<file path="config.mk">
export PLATFORM = sky130hd
export DESIGN_NAME = psh_back
export DESIGN_NICKNAME = d
export VERILOG_FILES = /design/src/sv/psh_pkg.sv /design/src/sv/psh_div.sv /design/src/sv/psh_back.sv
export SDC_FILE = /design/constraint.sdc
export NUM_CORES = 2
export LEC_CHECK = 0
export ABC_AREA = 1
export ABC_CLOCK_PERIOD_IN_PS = 33300
export BUFFER_PORTS_ARGS = -buffer_cell sky130_fd_sc_hd__buf_2
export CAP_MARGIN = 10
export CORE_ASPECT_RATIO = 1.1
export CORE_MARGIN = 8
export CORE_UTILIZATION = 34
export CTS_BUF_LIST = sky130_fd_sc_hd__clkbuf_8
export CTS_CLUSTER_DIAMETER = 200
export DETAILED_ROUTE_END_ITERATION = 8
export GPL_TIMING_DRIVEN = 0
export PLACE_DENSITY = 0.59
export SYNTH_ARGS = -nofsm -noshare
export SYNTH_HDL_FRONTEND = slang
export SYNTH_SLANG_ARGS = --single-unit
</file>
<file path="constraint.sdc">
create_clock -name clk -period 33.3 [get_ports clk]
set_clock_uncertainty 0.2 [all_clocks]
set_input_delay 9.99 -clock clk [delete_from_list [all_inputs] [get_ports clk]]
set_output_delay 9.99 -clock clk [all_outputs]
set_load 0.02 [all_outputs]
</file>
<file path="src/sv/psh_pkg.sv">
// shared types, constants and helpers for the path signature hash unit
package psh_pkg;

  localparam int NodeLimitDefault = 64;
  localparam int StepWidth        = 20;
  localparam int KindWidth        = 4;
  localparam int CountWidth       = 7;
  localparam int LenWidth         = 40;
  localparam int CoordWidth       = 40;
  localparam int IdWidth          = 32;
  localparam int HashWidth        = 64;
  localparam int QueueDepth       = 2;

  localparam logic [HashWidth-1:0] GoldenInc = 64'h9e3779b97f4a7c15;
  localparam logic [StepWidth-1:0] StepReset = 20'd1000;
  localparam logic [KindWidth-1:0] KindReset = 4'd2;

  // opcodes of an input request
  typedef enum logic [1:0] {
    OP_HDR_NLOS = 2'd0,
    OP_HDR_LOS  = 2'd1,
    OP_NODE     = 2'd2,
    OP_NONE     = 2'd3
  } opcode_t;

  // configuration register indexes
  typedef enum logic [0:0] {
    REG_STEP = 1'b0,
    REG_KIND = 1'b1
  } reg_idx_t;

  // back end sequencer states
  typedef enum logic [2:0] {
    ST_IDLE,
    ST_DIV,
    ST_MIX,
    ST_EMIT
  } back_state_t;

  // classified work handed from front to back
  typedef struct packed {
    logic                         is_header;
    logic                         emit;
    logic                         with_media;
    logic [HashWidth-1:0]         v0;   // kind or opcode
    logic [HashWidth-1:0]         v1;   // face or count
    logic [HashWidth-1:0]         v2;   // wedge or biased length in 8 um units
    logic signed [CoordWidth-1:0] x;
    logic signed [CoordWidth-1:0] y;
    logic signed [CoordWidth-1:0] z;
    logic [HashWidth-1:0]         v6;   // object
    logic [HashWidth-1:0]         v7;   // medium in
    logic [HashWidth-1:0]         v8;   // medium out
  } work_t;

  function automatic logic [HashWidth-1:0] mix(input logic [HashWidth-1:0] h,
                                               input logic [HashWidth-1:0] v);
    mix = h ^ (v + GoldenInc + (h << 6) + (h >> 2));
  endfunction

  function automatic logic [HashWidth-1:0] sext_id(input logic [IdWidth-1:0] v);
    sext_id = {{(HashWidth-IdWidth){v[IdWidth-1]}}, v};
  endfunction

endpackage

</file>
<file path="src/sv/psh_div.sv">
// radix-2 restoring divider for coordinate rounding
module psh_div (
  input  logic                                  clk,
  input  logic                                  rst,
  input  logic                                  start,
  input  logic signed [psh_pkg::CoordWidth-1:0] coord,
  input  logic [psh_pkg::StepWidth-1:0]         step,
  output logic                                  done,
  output logic [psh_pkg::HashWidth-1:0]         quot
);

  // numerator 2v+s fits 42 bits signed; magnitude 41 bits
  localparam int NW = psh_pkg::CoordWidth + 1;
  localparam int DW = psh_pkg::StepWidth + 1;
  localparam int CW = $clog2(NW + 1);

  logic [NW-1:0]     mag;
  logic [NW-1:0]     q;
  logic [DW:0]       rem;
  logic [DW-1:0]     den;
  logic              neg;
  logic [CW-1:0]     cnt;
  logic              busy;
  logic signed [NW:0] num;
  logic [DW-1:0]     s_eff;
  logic [DW:0]       trial;
  logic [NW:0]       q_adj;

  assign s_eff = (step == '0) ? DW'(1) : {1'b0, step};
  assign num   = (NW+1)'($signed(coord)) * 2 + $signed({1'b0, s_eff});
  assign trial = {rem[DW-1:0], mag[NW-1]} - {1'b0, den};

  // shift-subtract iteration
  always_ff @(posedge clk) begin
    if (rst) begin
      busy <= 1'b0;
      done <= 1'b0;
    end else begin
      done <= 1'b0;
      if (start && !busy) begin
        busy <= 1'b1;
        cnt  <= CW'(NW);
        neg  <= num[NW];
        mag  <= num[NW] ? NW'(-num) : NW'(num);
        den  <= {s_eff[DW-2:0], 1'b0};
        rem  <= '0;
        q    <= '0;
      end else if (busy) begin
        if (!trial[DW]) begin
          rem <= trial;
          q   <= {q[NW-2:0], 1'b1};
        end else begin
          rem <= {rem[DW-1:0], mag[NW-1]};
          q   <= {q[NW-2:0], 1'b0};
        end
        mag <= {mag[NW-2:0], 1'b0};
        cnt <= cnt - 1'b1;
        if (cnt == CW'(1)) begin
          busy <= 1'b0;
          done <= 1'b1;
        end
      end
    end
  end

  // floor for negative numerators
  assign q_adj = neg ? ((rem != '0) ? -({1'b0, q} + 1'b1) : -{1'b0, q}) : {1'b0, q};
  assign quot  = {{(psh_pkg::HashWidth-NW-1){q_adj[NW]}}, q_adj};

endmodule

</file>
<file path="src/sv/psh_back.sv">
// back end: for a node, three rounding divisions, then chained hash combines; a header only combines
module psh_back (
  input  logic                              clk,
  input  logic                              rst,
  input  logic                              q_empty,
  output logic                              q_pop,
  input  psh_pkg::work_t                    q_data,
  input  logic [psh_pkg::StepWidth-1:0]     step,
  output logic                              empty,
  input  logic                              pop,
  output logic [psh_pkg::HashWidth-1:0]     signature
);

  // reciprocal of 125 scaled by 2^33, exact for dividends below 2^26
  localparam logic [26:0] LenRecip = 27'd68719477;

  psh_pkg::back_state_t state;
  psh_pkg::back_state_t state_next;
  psh_pkg::work_t       cur;
  logic [psh_pkg::HashWidth-1:0] hash;
  logic [psh_pkg::HashWidth-1:0] rx;
  logic [psh_pkg::HashWidth-1:0] ry;
  logic [psh_pkg::HashWidth-1:0] rz;
  logic [1:0]  dsel;
  logic [3:0]  mstep;
  logic        div_start;
  logic        div_done;
  logic [psh_pkg::HashWidth-1:0] div_q;
  logic signed [psh_pkg::CoordWidth-1:0] div_in;
  logic [psh_pkg::HashWidth-1:0] mval;
  logic [3:0]  mlast;
  logic        out_full;
  logic [25:0] ld_x;
  logic [52:0] ld_prod;
  logic [18:0] ld_q;
  logic [25:0] ld_r;
  logic [18:0] len_hi;
  logic [18:0] len_lo;
  logic [6:0]  len_rem;

  assign empty = !out_full;

  // divider operand select
  always_comb begin
    case (dsel)
      2'd0:    div_in = cur.x;
      2'd1:    div_in = cur.y;
      default: div_in = cur.z;
    endcase
  end

  psh_div u_div (
    .clk(clk), .rst(rst), .start(div_start), .coord(div_in),
    .step(step), .done(div_done), .quot(div_q)
  );

  // header length over 125, upper then lower 19 bits, during the first two combines
  assign ld_x    = (mstep == 4'd0) ? {7'd0, cur.v2[37:19]} : {len_rem, cur.v2[18:0]};
  assign ld_prod = {27'd0, ld_x} * {26'd0, LenRecip};
  assign ld_q    = ld_prod[51:33];
  assign ld_r    = ld_x - {7'd0, ld_q} * 26'd125;

  // combine operand for each step
  always_comb begin
    case (mstep)
      4'd0:    mval = cur.v0;
      4'd1:    mval = cur.v1;
      4'd2:    mval = cur.is_header ? {26'd0, len_hi, len_lo} : cur.v2;
      4'd3:    mval = rx;
      4'd4:    mval = ry;
      4'd5:    mval = rz;
      4'd6:    mval = cur.v6;
      4'd7:    mval = cur.v7;
      default: mval = cur.v8;
    endcase
  end

  assign mlast = cur.is_header ? 4'd2 : (cur.with_media ? 4'd8 : 4'd6);

  // next state
  always_comb begin
    state_next = state;
    case (state)
      psh_pkg::ST_IDLE:
        if (!q_empty) state_next = q_data.is_header ? psh_pkg::ST_MIX : psh_pkg::ST_DIV;
      psh_pkg::ST_DIV:
        if (div_done && dsel == 2'd2) state_next = psh_pkg::ST_MIX;
      psh_pkg::ST_MIX:
        if (mstep == mlast) state_next = cur.emit ? psh_pkg::ST_EMIT : psh_pkg::ST_IDLE;
      psh_pkg::ST_EMIT:
        if (!out_full || pop) state_next = psh_pkg::ST_IDLE;
      default: state_next = psh_pkg::ST_IDLE;
    endcase
  end

  // outputs of the sequencer
  always_comb begin
    q_pop     = 1'b0;
    div_start = 1'b0;
    case (state)
      psh_pkg::ST_IDLE: q_pop = !q_empty;
      psh_pkg::ST_DIV:  div_start = !div_done;
      default: ;
    endcase
  end

  // datapath registers
  always_ff @(posedge clk) begin
    if (rst) begin
      state    <= psh_pkg::ST_IDLE;
      hash     <= '0;
      dsel     <= '0;
      mstep    <= '0;
    end else begin
      state <= state_next;
      case (state)
        psh_pkg::ST_IDLE: begin
          cur   <= q_data;
          dsel  <= '0;
          mstep <= '0;
          if (!q_empty && q_data.is_header) hash <= '0;
        end
        psh_pkg::ST_DIV:
          if (div_done) begin
            case (dsel)
              2'd0:    rx <= div_q;
              2'd1:    ry <= div_q;
              default: rz <= div_q;
            endcase
            dsel <= dsel + 1'b1;
          end
        psh_pkg::ST_MIX: begin
          hash  <= psh_pkg::mix(hash, mval);
          mstep <= mstep + 1'b1;
          if (cur.is_header && mstep == 4'd0) begin
            len_hi  <= ld_q;
            len_rem <= ld_r[6:0];
          end
          if (cur.is_header && mstep == 4'd1) len_lo <= ld_q;
        end
        default: ;
      endcase
    end
  end

  // result register
  always_ff @(posedge clk) begin
    if (rst) begin
      out_full <= 1'b0;
    end else if (state == psh_pkg::ST_EMIT && (!out_full || pop)) begin
      out_full  <= 1'b1;
      signature <= hash;
    end else if (pop) begin
      out_full <= 1'b0;
    end
  end

  assert property (@(posedge clk) disable iff (rst)
    (state == psh_pkg::ST_MIX) |-> (mstep <= mlast))
    else $error("combine step overrun");
  assert property (@(posedge clk) disable iff (rst)
    (out_full && !pop) |=> $stable(signature))
    else $error("result changed while waiting");
  assert property (@(posedge clk) disable iff (rst)
    q_pop |-> state == psh_pkg::ST_IDLE)
    else $error("pop outside idle");

endmodule

</file>
==> flow_summary.json <==
{
  "routed_wl_um": 227000,
  "cp.depth": 3,
  "ios": 597,
  "cts-resized-gates": 0,
  "fin_crit_ns": 20.90,
  "async_reset_ff_share_pct": 0,
  "row_count": 160,
  "synth_nets": 7127,
  "cts-root-buf": "clkbuf_8",
  "antenna_found_initial": 58,
  "path_delay_family": "buffers and inverters",
  "dr_wl_met3_um": 18400,
  "syn-cell-area_sq_um": 59000,
  "synth_cells": 5854,
  "cts_post_setup_buffers_inserted": 0,
  "core_sq_um": 173000,
  "yosysSeqAreaShare_pct": 46.9,
  "vias": 45900,
  "rrSetupSlack_ns": 20.08,
  "numPortBuffers": 595,
  "fin_crit_sh_pct": 62.8,
  "worstSetupEndpoint": "q_pop",
  "cpMostUsedCell": "buf_2",
  "grt_max_degree": 37,
  "grt.total_usage_pct": 23.6,
  "whs_ns": 0.296,
  "synth-edff-count": 873,
  "cp_num_buf_inv": 2,
  "drc": 0,
  "critPathMaxStageDelay_ns": 0.29,
  "final_common_cell": "nand2_1",
  "start_kind": "input pin",
  "cts_made_buffers": 167,
  "clk_path_buf_depth": 3,
  "htree_levels": 4,
  "cts_tree": "done",
  "synth.top_cell.area_share_pct": 44.4,
  "synth_area_leader_cell": "edfxtp_1",
  "cp.arrival_ns": 10.71,
  "hold_viol_final": 0,
  "fp.dieH_um": 453,
  "setup_viol": 0,
  "wl_met2_um": 104000,
  "overflow": 0,
  "critPathLaunch": "q_empty",
  "grt_pass1_vias": 46400,
  "fmax_ghz": 0.0479,
  "drt_pass1_iterations": 7,
  "topRoutingLayerUsed": "met5",
  "drt-initial-drc-count": 3867,
  "final_nets": 7939,
  "r2r_start": "mstep[0]$_SDFFE_PP0P_",
  "r2r-end": "len_rem[6]$_DFFE_PP_",
  "ant_nets": 0,
  "finalMaxSlewViolations": 0,
  "start_util_pct": 34.2,
  "wl_met1_um": 92000,
  "synth-main-ff-cell": "edfxtp_1",
  "area_delta_synth_final_pct": 16.9,
  "relSlewSlack_pct": 2.21,
  "path_max_fanout": 3,
  "reg2regPathDepth": 42,
  "critPathSlowestCell": "buf_2",
  "final_area_sq_um": 69000,
  "clk_latency_ns": 0.95,
  "maxCapViolCount": 0,
  "die_w_um": 413,
  "vias_per_cell": 5.04,
  "yosys.cell_types.count": 65,
  "final_cell_mix": "1030 x nand2_1, 1017 x inv_1, 873 x edfxtp_1",
  "rsz0062_at_grt": "no",
  "end_kind": "primary output",
  "drive_above_1_share_pct": 14.8,
  "place_congestion": 0.958,
  "synth.area.top_cells": "edfxtp_1 44%, ha_1 9.8%, fa_1 9.5%",
  "clk_pin_slew_ns": 0.07,
  "hpwl_um": 190000,
  "die_area_sq_um": 187000,
  "outcome": "completed",
  "hp-class": "reg2reg",
  "cts_num_sinks": 948,
  "avgRoutedWirePerCell_um": 24.9,
  "tightestPinTransition_ns": 1.47,
  "synth-seq-cells": 948,
  "cp.required_ns": 23.11,
  "synth_area_per_cell_sq_um": 10.1,
  "cp_cell_sequence": "buf_2 > nor2_1 > buf_2",
  "placed_area_sq_um": 65700,
  "grt_pass1_wl_um": 322000,
  "cts_hold_buffers": 0,
  "yosysWarnings": 0,
  "worstSetupPathType": "in2out"
}
==> registers in the layout, summed over array words and instances, names as in the netlist, 19 cells and up <==
signal     flops
cur          507
u_div.rem     22
len_lo        19
u_div.den     20
rx            42
len_hi        19
ry            42
u_div.mag     41
u_div.q       41
signature     64
hash          64
rz            42
==> through the flow <==
step	worst slack, ns	util [%]	setup TNS, ns	instances
2_1_floorplan	0.310	-	0	5854
3_3_place_gp	-9.86	37.5	-4953.32	8717
3_5_place_dp	12.40	38.0	0	8765
4_1_cts	12.39	39.9	0	9064
5_1_grt	12.38	39.9	0	9068
6_report	12.40	39.9	0	9109
==> Yosys cell counts (16+ instances only) <==
master,number
a2111oi_0,16
a211oi_1,20
a21oi_1,346
a221oi_1,91
a22o_1,43
a31oi_1,40
a32o_1,44
clkbuf_1,136
dfxtp_1,75
edfxtp_1,873
fa_1,280
ha_1,462
inv_1,974
nand2_1,1030
nand2_2,29
nand3_1,284
nand3b_1,18
nand4_1,42
nor2_1,384
nor3_1,38
nor4_1,16
o21ai_0,205
o21ai_1,20
or2_2,25
xnor2_1,33
xor2_1,159
==> logic make-up (layout without fill, tap and decap cells) <==
| kind of cell | Yosys count | after routing | synth area share, % |
|---|---|---|---|
| buffers and inverters | 1153 | 2095 | 7.49 |
| DFF | 948 | 948 | 46.9 |
| xor gates and xnor gates | 193 | 193 | 2.88 |
| AOI/OAI and AO/OA | 906 | 906 | 9.57 |
| other | 0 | 45 | 0 |
| and+or+nand+nor | 1912 | 1912 | 13.8 |
| adders and majority gates | 742 | 742 | 19.3 |
==> layout make-up <==
type | instances | area [sq um]
Antenna cell | 45 | 113
Clock buffer | 169 | 2330
Clock inverter | 130 | 875
Sequential cell | 948 | 27700
Timing Repair Buffer | 643 | 3730
Fill cell | 17100 | 104000
Multi-Input combinational cell | 3753 | 27000
Tap cell | 2268 | 2840
Inverter | 990 | 3720
Buffer | 163 | 709
==> layer usage <==
layer  track usage [%]  vias up
li1                  -    21500
met1              29.4    22200
met2              38.3     1783
met3              6.21      420
met4              11.0       46
met5                 0        -
==> worst min path at each step <==
stage,startpoint,endpoint,slack [ns],cells after the start
2_1_floorplan,hash[24]$_SDFFE_PP0P_,signature[24]$_DFFE_PP_,0.23,0
3_3_place_gp,dsel[0]$_SDFFE_PP0P_,dsel[0]$_SDFFE_PP0P_,0.26,1
3_5_place_dp,hash[24]$_SDFFE_PP0P_,signature[24]$_DFFE_PP_,0.28,0
4_1_cts,hash[24]$_SDFFE_PP0P_,signature[24]$_DFFE_PP_,0.30,0
5_1_grt,hash[24]$_SDFFE_PP0P_,signature[24]$_DFFE_PP_,0.31,0
6_report,hash[24]$_SDFFE_PP0P_,signature[24]$_DFFE_PP_,0.30,0
Power is left out: the tool's default activity adds up to more than one toggle a clock period on the data nets, which glitch-free logic cannot reach.
