`src/sv/psh_pkg.sv`:
```
// shared types, constants and helpers for the path signature hash unit
package psh_pkg;

  localparam int NodeLimitDefault = 64;
  localparam int StepWidth        = 20;
  localparam int KindWidth        = 4;
  localparam int CountWidth       = 7;
  localparam int LenWidth         = 40;
  localparam int CoordWidth       = 40;
  localparam int IdWidth          = 32;
  localparam int HashWidth        = 64;
  localparam int QueueDepth       = 2;

  localparam logic [HashWidth-1:0] GoldenInc = 64'h9e3779b97f4a7c15;
  localparam logic [StepWidth-1:0] StepReset = 20'd1000;
  localparam logic [KindWidth-1:0] KindReset = 4'd2;

  // opcodes of an input request
  typedef enum logic [1:0] {
    OP_HDR_NLOS = 2'd0,
    OP_HDR_LOS  = 2'd1,
    OP_NODE     = 2'd2,
    OP_NONE     = 2'd3
  } opcode_t;

  // configuration register indexes
  typedef enum logic [0:0] {
    REG_STEP = 1'b0,
    REG_KIND = 1'b1
  } reg_idx_t;

  // back end sequencer states
  typedef enum logic [2:0] {
    ST_IDLE,
    ST_DIV,
    ST_MIX,
    ST_EMIT
  } back_state_t;

  // classified work handed from front to back
  typedef struct packed {
    logic                         is_header;
    logic                         emit;
    logic                         with_media;
    logic [HashWidth-1:0]         v0;   // kind or opcode
    logic [HashWidth-1:0]         v1;   // face or count
    logic [HashWidth-1:0]         v2;   // wedge or biased length in 8 um units
    logic signed [CoordWidth-1:0] x;
    logic signed [CoordWidth-1:0] y;
    logic signed [CoordWidth-1:0] z;
    logic [HashWidth-1:0]         v6;   // object
    logic [HashWidth-1:0]         v7;   // medium in
    logic [HashWidth-1:0]         v8;   // medium out
  } work_t;

  function automatic logic [HashWidth-1:0] mix(input logic [HashWidth-1:0] h,
                                               input logic [HashWidth-1:0] v);
    mix = h ^ (v + GoldenInc + (h << 6) + (h >> 2));
  endfunction

  function automatic logic [HashWidth-1:0] sext_id(input logic [IdWidth-1:0] v);
    sext_id = {{(HashWidth-IdWidth){v[IdWidth-1]}}, v};
  endfunction

endpackage

```
`src/sv/psh_front.sv`:
```
// front end: accepts requests, tracks the open path and classifies work
module psh_front #(
  parameter int NODE_LIMIT = psh_pkg::NodeLimitDefault
) (
  input  logic                                  clk,
  input  logic                                  rst,
  input  logic                                  in_valid,
  output logic                                  in_ready,
  input  logic [1:0]                            opcode,
  input  logic [psh_pkg::CountWidth-1:0]        node_count,
  input  logic [psh_pkg::LenWidth-1:0]          path_length_um,
  input  logic [psh_pkg::KindWidth-1:0]         interaction_kind,
  input  logic [psh_pkg::IdWidth-1:0]           face_index,
  input  logic [psh_pkg::IdWidth-1:0]           wedge_index,
  input  logic [psh_pkg::CoordWidth-1:0]        point_x_um,
  input  logic [psh_pkg::CoordWidth-1:0]        point_y_um,
  input  logic [psh_pkg::CoordWidth-1:0]        point_z_um,
  input  logic [psh_pkg::IdWidth-1:0]           object_index,
  input  logic [psh_pkg::IdWidth-1:0]           medium_in_index,
  input  logic [psh_pkg::IdWidth-1:0]           medium_out_index,
  input  logic [psh_pkg::KindWidth-1:0]         transmission_kind,
  output logic                                  q_push,
  input  logic                                  q_full,
  output psh_pkg::work_t                        q_data
);

  localparam logic [7:0] LimitW = 8'(NODE_LIMIT);

  logic                              path_open;
  logic [psh_pkg::CountWidth-1:0]    nodes_left;
  logic [psh_pkg::CountWidth-1:0]    count_clip;
  logic                              is_hdr;
  logic                              is_node;
  logic [psh_pkg::LenWidth:0]        len_num;

  assign in_ready = !q_full;
  assign is_hdr   = opcode == psh_pkg::OP_HDR_NLOS || opcode == psh_pkg::OP_HDR_LOS;
  assign is_node  = opcode == psh_pkg::OP_NODE && path_open;

  // clip the node count to the limit
  always_comb begin
    if ({1'b0, node_count} > LimitW) count_clip = LimitW[psh_pkg::CountWidth-1:0];
    else count_clip = node_count;
  end

  // length plus half of 1000 um, in 8 um units; the back end divides by 125
  assign len_num = {1'b0, path_length_um} + (psh_pkg::LenWidth+1)'(500);

  // classified request
  always_comb begin
    q_data            = '0;
    q_data.is_header  = is_hdr;
    q_data.x          = point_x_um;
    q_data.y          = point_y_um;
    q_data.z          = point_z_um;
    q_data.v6         = psh_pkg::sext_id(object_index);
    q_data.v7         = psh_pkg::sext_id(medium_in_index);
    q_data.v8         = psh_pkg::sext_id(medium_out_index);
    q_data.with_media = interaction_kind == transmission_kind;
    if (is_hdr) begin
      q_data.v0   = {62'd0, opcode};
      q_data.v1   = psh_pkg::HashWidth'(count_clip);
      q_data.v2   = psh_pkg::HashWidth'(len_num[psh_pkg::LenWidth:3]);
      q_data.emit = count_clip == '0;
    end else begin
      q_data.v0   = psh_pkg::HashWidth'(interaction_kind);
      q_data.v1   = psh_pkg::sext_id(face_index);
      q_data.v2   = psh_pkg::sext_id(wedge_index);
      q_data.emit = nodes_left <= psh_pkg::CountWidth'(1);
    end
  end

  assign q_push = in_valid && in_ready && (is_hdr || is_node);

  // path tracking
  always_ff @(posedge clk) begin
    if (rst) begin
      path_open  <= 1'b0;
      nodes_left <= '0;
    end else if (q_push) begin
      if (is_hdr) begin
        nodes_left <= count_clip;
        path_open  <= count_clip != '0;
      end else begin
        if (nodes_left != '0) nodes_left <= nodes_left - 1'b1;
        if (nodes_left <= psh_pkg::CountWidth'(1)) path_open <= 1'b0;
      end
    end
  end

  assert property (@(posedge clk) disable iff (rst)
    (path_open && nodes_left == '0) == 1'b0)
    else $error("open path with no nodes left");
  assert property (@(posedge clk) disable iff (rst)
    q_push |-> !q_full)
    else $error("push into full queue");
  assert property (@(posedge clk) disable iff (rst)
    (q_push && is_hdr && count_clip != '0) |=> path_open)
    else $error("header did not open path");

endmodule

```
`config.mk`:
```
export PLATFORM = sky130hd
export DESIGN_NAME = psh_front
export DESIGN_NICKNAME = d
export VERILOG_FILES = /design/src/sv/psh_pkg.sv /design/src/sv/psh_front.sv
export SDC_FILE = /design/constraint.sdc
export NUM_CORES = 1
export LEC_CHECK = 0
export BUFFER_PORTS_ARGS = -buffer_cell sky130_fd_sc_hd__buf_2
export CAP_MARGIN = 10
export CORE_AREA = 2 2 335 337
export CTS_CLUSTER_DIAMETER = 60
export DETAILED_ROUTE_END_ITERATION = 12
export DIE_AREA = 0 0 337 339
export PLACE_DENSITY = 0.3
export SYNTH_ARGS = -nofsm -noshare
export SYNTH_HDL_FRONTEND = slang
export SYNTH_SLANG_ARGS = --single-unit
```
`constraint.sdc`:
```
create_clock -name clk -period 2.3 [get_ports clk]
set_input_delay 0.23 -clock clk [delete_from_list [all_inputs] [get_ports clk]]
set_output_delay 0.23 -clock clk [all_outputs]
set_load 0.01 [all_outputs]
```
==> results.toml, run 1 <==
[outcome]
outcome = "finished with violations"
failed_checks = "setup timing"

[global_routing]
grt_antenna_before_repair = 28
overflow = 0
grt_max_degree = 45
grt_pass1_wl_mm = 43.91
grt_pass1_vias = 4262
grtUsageTotal = 0.05933

[yosys]
synth_most_common_cell = "buf_4"
synth.distinct_cells = 46
ys_warn_count = 0
syn_avg_cell_area_um2 = 7.113
ys_ff_latch = 8
netlist.area_leader.share = 0.6117
synthCells = 742
yosys.area.top_type = "buf_4"
syn-cell-area_mm2 = 0.005278
synth_common_cells = "430 x buf_4, 48 x nand2_1, 32 x and2_1, 31 x o21ai_0, 19 x xnor2_1"
ys_async_sr_fraction = 0
synth_area_leaders = "buf_4 61%, and2_1 3.8%, nand2_1 3.4%, xnor2_1 3.2%, dfxtp_1 3.0%"
ys_seq_area_frac = 0.03035
synth-edff-count = 0
synthFlopType = "dfxtp_1"

[die]
chipWidth_um = 337
start_util = 0.04782
row_count = 122
dieArea_mm2 = 0.1142
io_pins = 850
coreArea_mm2 = 0.1104
die-height_um = 339

[setup_path]
cp_max_fo = 5
cp_cell_sequence = "buf_6, or3_4, nor4_4, buf_12, nor3_4, buf_12, mux2_4, a2111oi_4, buf_2"
crit_type = "in2out"
r2r_setup_slack_ns = 0.58
cp.required_ns = 2.07
worst_setup_path_start_kind = "input port"
slowest_stage = "or3_4"
cp-end-kind = "output pin"
path_delay_family = "simple AND/OR/NAND/NOR gates"
crit_buf_inv = 4
crit_top_cell = "buf_12"
crit_path_max_incr_delay_ns = 0.40
critPathArrivalTime_ns = 2.11

[sta]
fmax_mhz = 427.6
worst-slew-pin-transition_ns = 0.7142
final_max_slew_viol_count = 0
setup_viol = 1
timing.final.ws_setup_ns = -0.03837
skew_ns = 0.002528
fin_crit_sh = 1.017
rsz0062_at_grt = "yes"
period_needed_ns = 2.338
hold_viol_final = 0
tns_ns = -0.03837
slew_headroom = 0.5221
fin_hold_ws_ns = 0.2937

[placement]
gp_congestion = 0.6662
dp_worst_setup_slack_ns = -0.6405
io_buffers = 259
place_inst = 2192
dp_hpwl_mm = 33.47
place_area_mm2 = 0.006130

[route]
num_vias = 4360
drt_wl_total_mm = 36.33
drc = 0
vias_per_cell = 1.978
ant_nets = 0
drt_first_pass_iters = 4
avgRoutedWirePerCell_um = 16.48
drtIter0Drc = 85

[cells_and_area]
final_area_mm2 = 0.006556
num-fill-cells = 13135
finalNetCount = 1059
multi_input_comb_area_mm2 = 0.002197
syn2layout_area_growth_pct = 24.23
drive_gt1_frac = 0.5590
finalNonFillerCells = 2204
fin_util = 0.05941
regArea_um2 = 160.2

[power_and_ir_drop]
power_mw = 1.383
p_per_area_mw_per_mm2 = 211.0
p_leak_nw = 2.616
max-vdd-ir-drop_v = 0.0002200

[job]
max_cap_violations = 0

[clock_tree]
cts_max_level = 1
clockBufferDepth = 2
numCtsBuffers = 3
cts_tree = "yes"
clk_pin_slew_ns = 0.04
clockRootBuffer = "clkbuf_16"
cts.sinks = 8
ctsHoldBuffers = 0
clk_latency_ns = 0.23

[hold_path]
hp-class = "in2reg"
==> where the power goes <==
part | total, mW | internal (mW) | switching, mW
Clock | 0.294 | 0.224 | 0.0692
Combinational | 0.936 | 0.397 | 0.539
Sequential | 0.154 | 0.147 | 0.00716
Total | 1.38 | 0.768 | 0.615
==> kinds of logic after synthesis <==
kind of cell,count (synthesis),share of synthesized area
buf+inv,456,0.6302
fa+ha+maj,4,0.009484
other cells,1,0.0007106
simple gates,162,0.1690
flops,8,0.03035
mux,8,0.01778
xor+xnor,35,0.05808
compound gates,68,0.08440
==> per-layer routing <==
| layer | up-vias | wire length [um] | GRT usage | share of wire |
|---|---|---|---|---|
| li1 | 1860 | - | - | - |
| met1 | 1838 | 14460 | 0.07009 | 0.40 |
| met2 | 508 | 15650 | 0.09216 | 0.43 |
| met3 | 148 | 4224 | 0.02391 | 0.12 |
| met4 | 6 | 1965 | 0.02967 | 0.054 |
| met5 | - | 38 | 0 | 0.0010 |
==> sequential cells by signal, summed over array words and instances (netlist names) <==
signal and count:
nodes_left 7, path_open 1
==> layout by cell type (no fill, tap or decap), types with 5 or more instances in the layout <==
master    instances
dfxtp_1           8
nand3_1           7
conb_1           60
o21ai_0          21
inv_1             8
buf_2           245
nor4_4            5
buf_4            84
nor4_1            5
and2_1           31
nor2_1           15
and3_1            6
nand4_1           9
xor2_1           13
buf_6            20
o21ai_1           6
nor3_1            9
nand2_1          46
buf_12            7
a21oi_1           9
a211oi_1          5
xnor2_1          18
==> final timing paths <==
check                     from       endpoint  cells after the start
max reg2reg      nodes_left[0]  nodes_left[0]                      6
max          path_length_um[4]    q_data[347]                      9
min reg2reg      nodes_left[2]  nodes_left[2]                      2
min                        rst  nodes_left[5]                      2
==> final cells by class <==
class | instances | share of cell area
antenna | 4 | 0.001527
tap | 1488 | 0.2840
timing repair buffer | 356 | 0.3389
inverter | 8 | 0.004580
multi-input combinational | 337 | 0.3351
clock buffer | 3 | 0.01145
sequential | 8 | 0.02443
==> timing repair <==
| action | in CTS | in global routing |
|---|---|---|
| buffers inserted | 4 | 4 |
| pin swaps | 15 | 12 |
| gates resized for setup | 42 | 26 |
| endpoints found under the setup margin | 21 | 22 |
| endpoints found under the hold margin | 0 | 0 |
Note: power is estimated with default switching activity, not from simulation.
==> run 2: changes to the inputs <==
--- a/config.mk
+++ b/config.mk
@@ -12,6 +12,8 @@
 export DETAILED_ROUTE_END_ITERATION = 12
 export DIE_AREA = 0 0 337 339
 export PLACE_DENSITY = 0.3
+export SLEW_MARGIN = 20
 export SYNTH_ARGS = -nofsm -noshare
 export SYNTH_HDL_FRONTEND = slang
 export SYNTH_SLANG_ARGS = --single-unit
+export TNS_END_PERCENT = 30
==> run 2 against run 1 <==
Effect of this change: the flow now finishes without violations; critical path depth down 2; count of clock-buffer cells in the layout unchanged; global-route usage about the same; non-clock buffer count shrank 5; maximum frequency increased by 2.8%; critical path type unchanged.
==> results.toml, run 2 (synthesized netlist as in run 1, its figures left out) <==
[outcome]
outcome = "finished, final reports clean"

[route]
ant_nets = 0
avgRoutedWirePerCell_um = 16.48
drt_first_pass_iters = 4
vias_per_cell = 1.982
m1WireLength_mm = 14.63
drt_wl_total_mm = 36.25
wl_met2_mm = 15.64
drtIter0Drc = 88
met3_length_mm = 3.982
drc = 0
dr.max_layer_used = "met5"
num_vias = 4361

[clock_tree]
clk_pin_slew_ns = 0.04
numCtsBuffers = 3
clk_latency_ns = 0.23
cts_tree = "yes"
clockRootBuffer = "clkbuf_16"
clockBufferDepth = 2
cts_max_level = 1
cts.sinks = 8

[sta]
slew_headroom = 0.4803
fmax_mhz = 439.4
tns_ns = 0
setup_viol = 0
worst-slew-pin-transition_ns = 0.7767
rsz0062_at_grt = "yes"
skew_ns = 0.002541
period_needed_ns = 2.276
final_max_slew_viol_count = 0
fin_crit_sh = 0.9895
hold_viol_final = 0

[power_and_ir_drop]
p_per_area_mw_per_mm2 = 212.2
max-vdd-ir-drop_v = 0.0002200
p_leak_nw = 2.585
power_mw = 1.372

[die]
coreArea_mm2 = 0.1104
row_count = 122
start_util = 0.04782
dieArea_mm2 = 0.1142
io_pins = 850
chipWidth_um = 337
die-height_um = 339

[job]
max_cap_violations = 0

[setup_path]
cp_cell_sequence = "buf_2, and4_4, nand2_4, nor3_4, mux2_4, a2111oi_4, buf_2"
cp_max_fo = 4
cp.required_ns = 2.07
crit_top_cell = "buf_2"
worst_setup_path_start_kind = "input port"
crit_path_max_incr_delay_ns = 0.50
reg2reg_from = "nodes_left[0]"
slowest_stage = "nor3_4"
crit_start = "path_length_um[9]"
crit_type = "in2out"
critPathArrivalTime_ns = 2.05
cp-end-kind = "output pin"

[cells_and_area]
drive_gt1_frac = 0.5587
largest_register_ff_count = 7
largest_register = "nodes_left"
fin_util = 0.05858
final_area_mm2 = 0.006465
reg_top3 = "nodes_left: 7 flops, path_open: 1 flops"
finalNetCount = 1054
syn2layout_area_growth_pct = 22.50
final_common_cell = "buf_2"
finalNonFillerCells = 2200
layout_common_cells = "249 x buf_2, 85 x buf_4, 60 x conb_1"

[global_routing]
grt_pass1_vias = 4249
overflow = 0
grt_antenna_before_repair = 27
grt_pass1_wl_mm = 43.81
grtUsageTotal = 0.05922
grt_max_degree = 45

[hold_path]
hold_start = "rst"
hp-class = "in2reg"

[placement]
io_buffers = 259
place_area_mm2 = 0.006130
place_inst = 2192
dp_hpwl_mm = 33.47
gp_congestion = 0.6662
[run 2: cell types whose count changed in the layout (fill, tap and decap cells not counted), sizes merged]
cell / delta
buf: -5
diode: +1
[run 2: cell type report]
cell class / count / area, um^2
fillers: 13146 / 103900
multi-input cells: 337 / 2197
repair buffers: 351 / 2128
well taps: 1488 / 1862
flip-flops and latches: 8 / 160.2
clock buffers: 3 / 75.07
inverters: 8 / 30.03
diodes: 5 / 12.51
[run 2: critical path, delay by kind of cell]
kind            cells  cell delay, ns
mux                 1            0.36
compound gates      1            0.30
buf+inv             2            0.30
simple gates        3            0.84
[run 2: worst paths after layout]
kind                                 endpoint  slack (ns)  cells after the start
worst max-delay path              q_data[347]        0.02                      7
worst min-delay path            nodes_left[5]        0.30                      2
worst max register to register  nodes_left[0]        0.58                      6
worst min register to register  nodes_left[2]        0.51                      2
[run 2: metrics by stage]
step	hold WS (ns)	worst slack, ns
after floorplan	0.4579	0.1333
after global placement	0.4601	-0.6700
after detailed placement	0.4601	-0.6405
after CTS	0.3023	-0.1805
after global routing	0.3083	-0.05841
final	0.2955	0.02423
[run 2: power breakdown]
group          total, mW  switching, mW  internal, mW  leakage, nW
clock network      0.293         0.0691         0.224       0.0370
registers          0.154        0.00715         0.147       0.0651
logic              0.924          0.536         0.388         2.48
[run 2: layer usage]
layer / vias up / GRT usage
met2: 502 / 0.09195
li1: 1854 / -
met4: 6 / 0.02967
met3: 142 / 0.02391
met1: 1857 / 0.06995
met5: - / 0
[run 2: what timing repair did]
| item | CTS | global route |
|---|---|---|
| endpoints found under the hold margin | 0 | 0 |
| setup buffers | 2 | 2 |
| resized for setup | 37 | 20 |
| hold buffers | 0 | 0 |
| setup endpoints to repair | 21 | 18 |
| pin swaps | 14 | 8 |
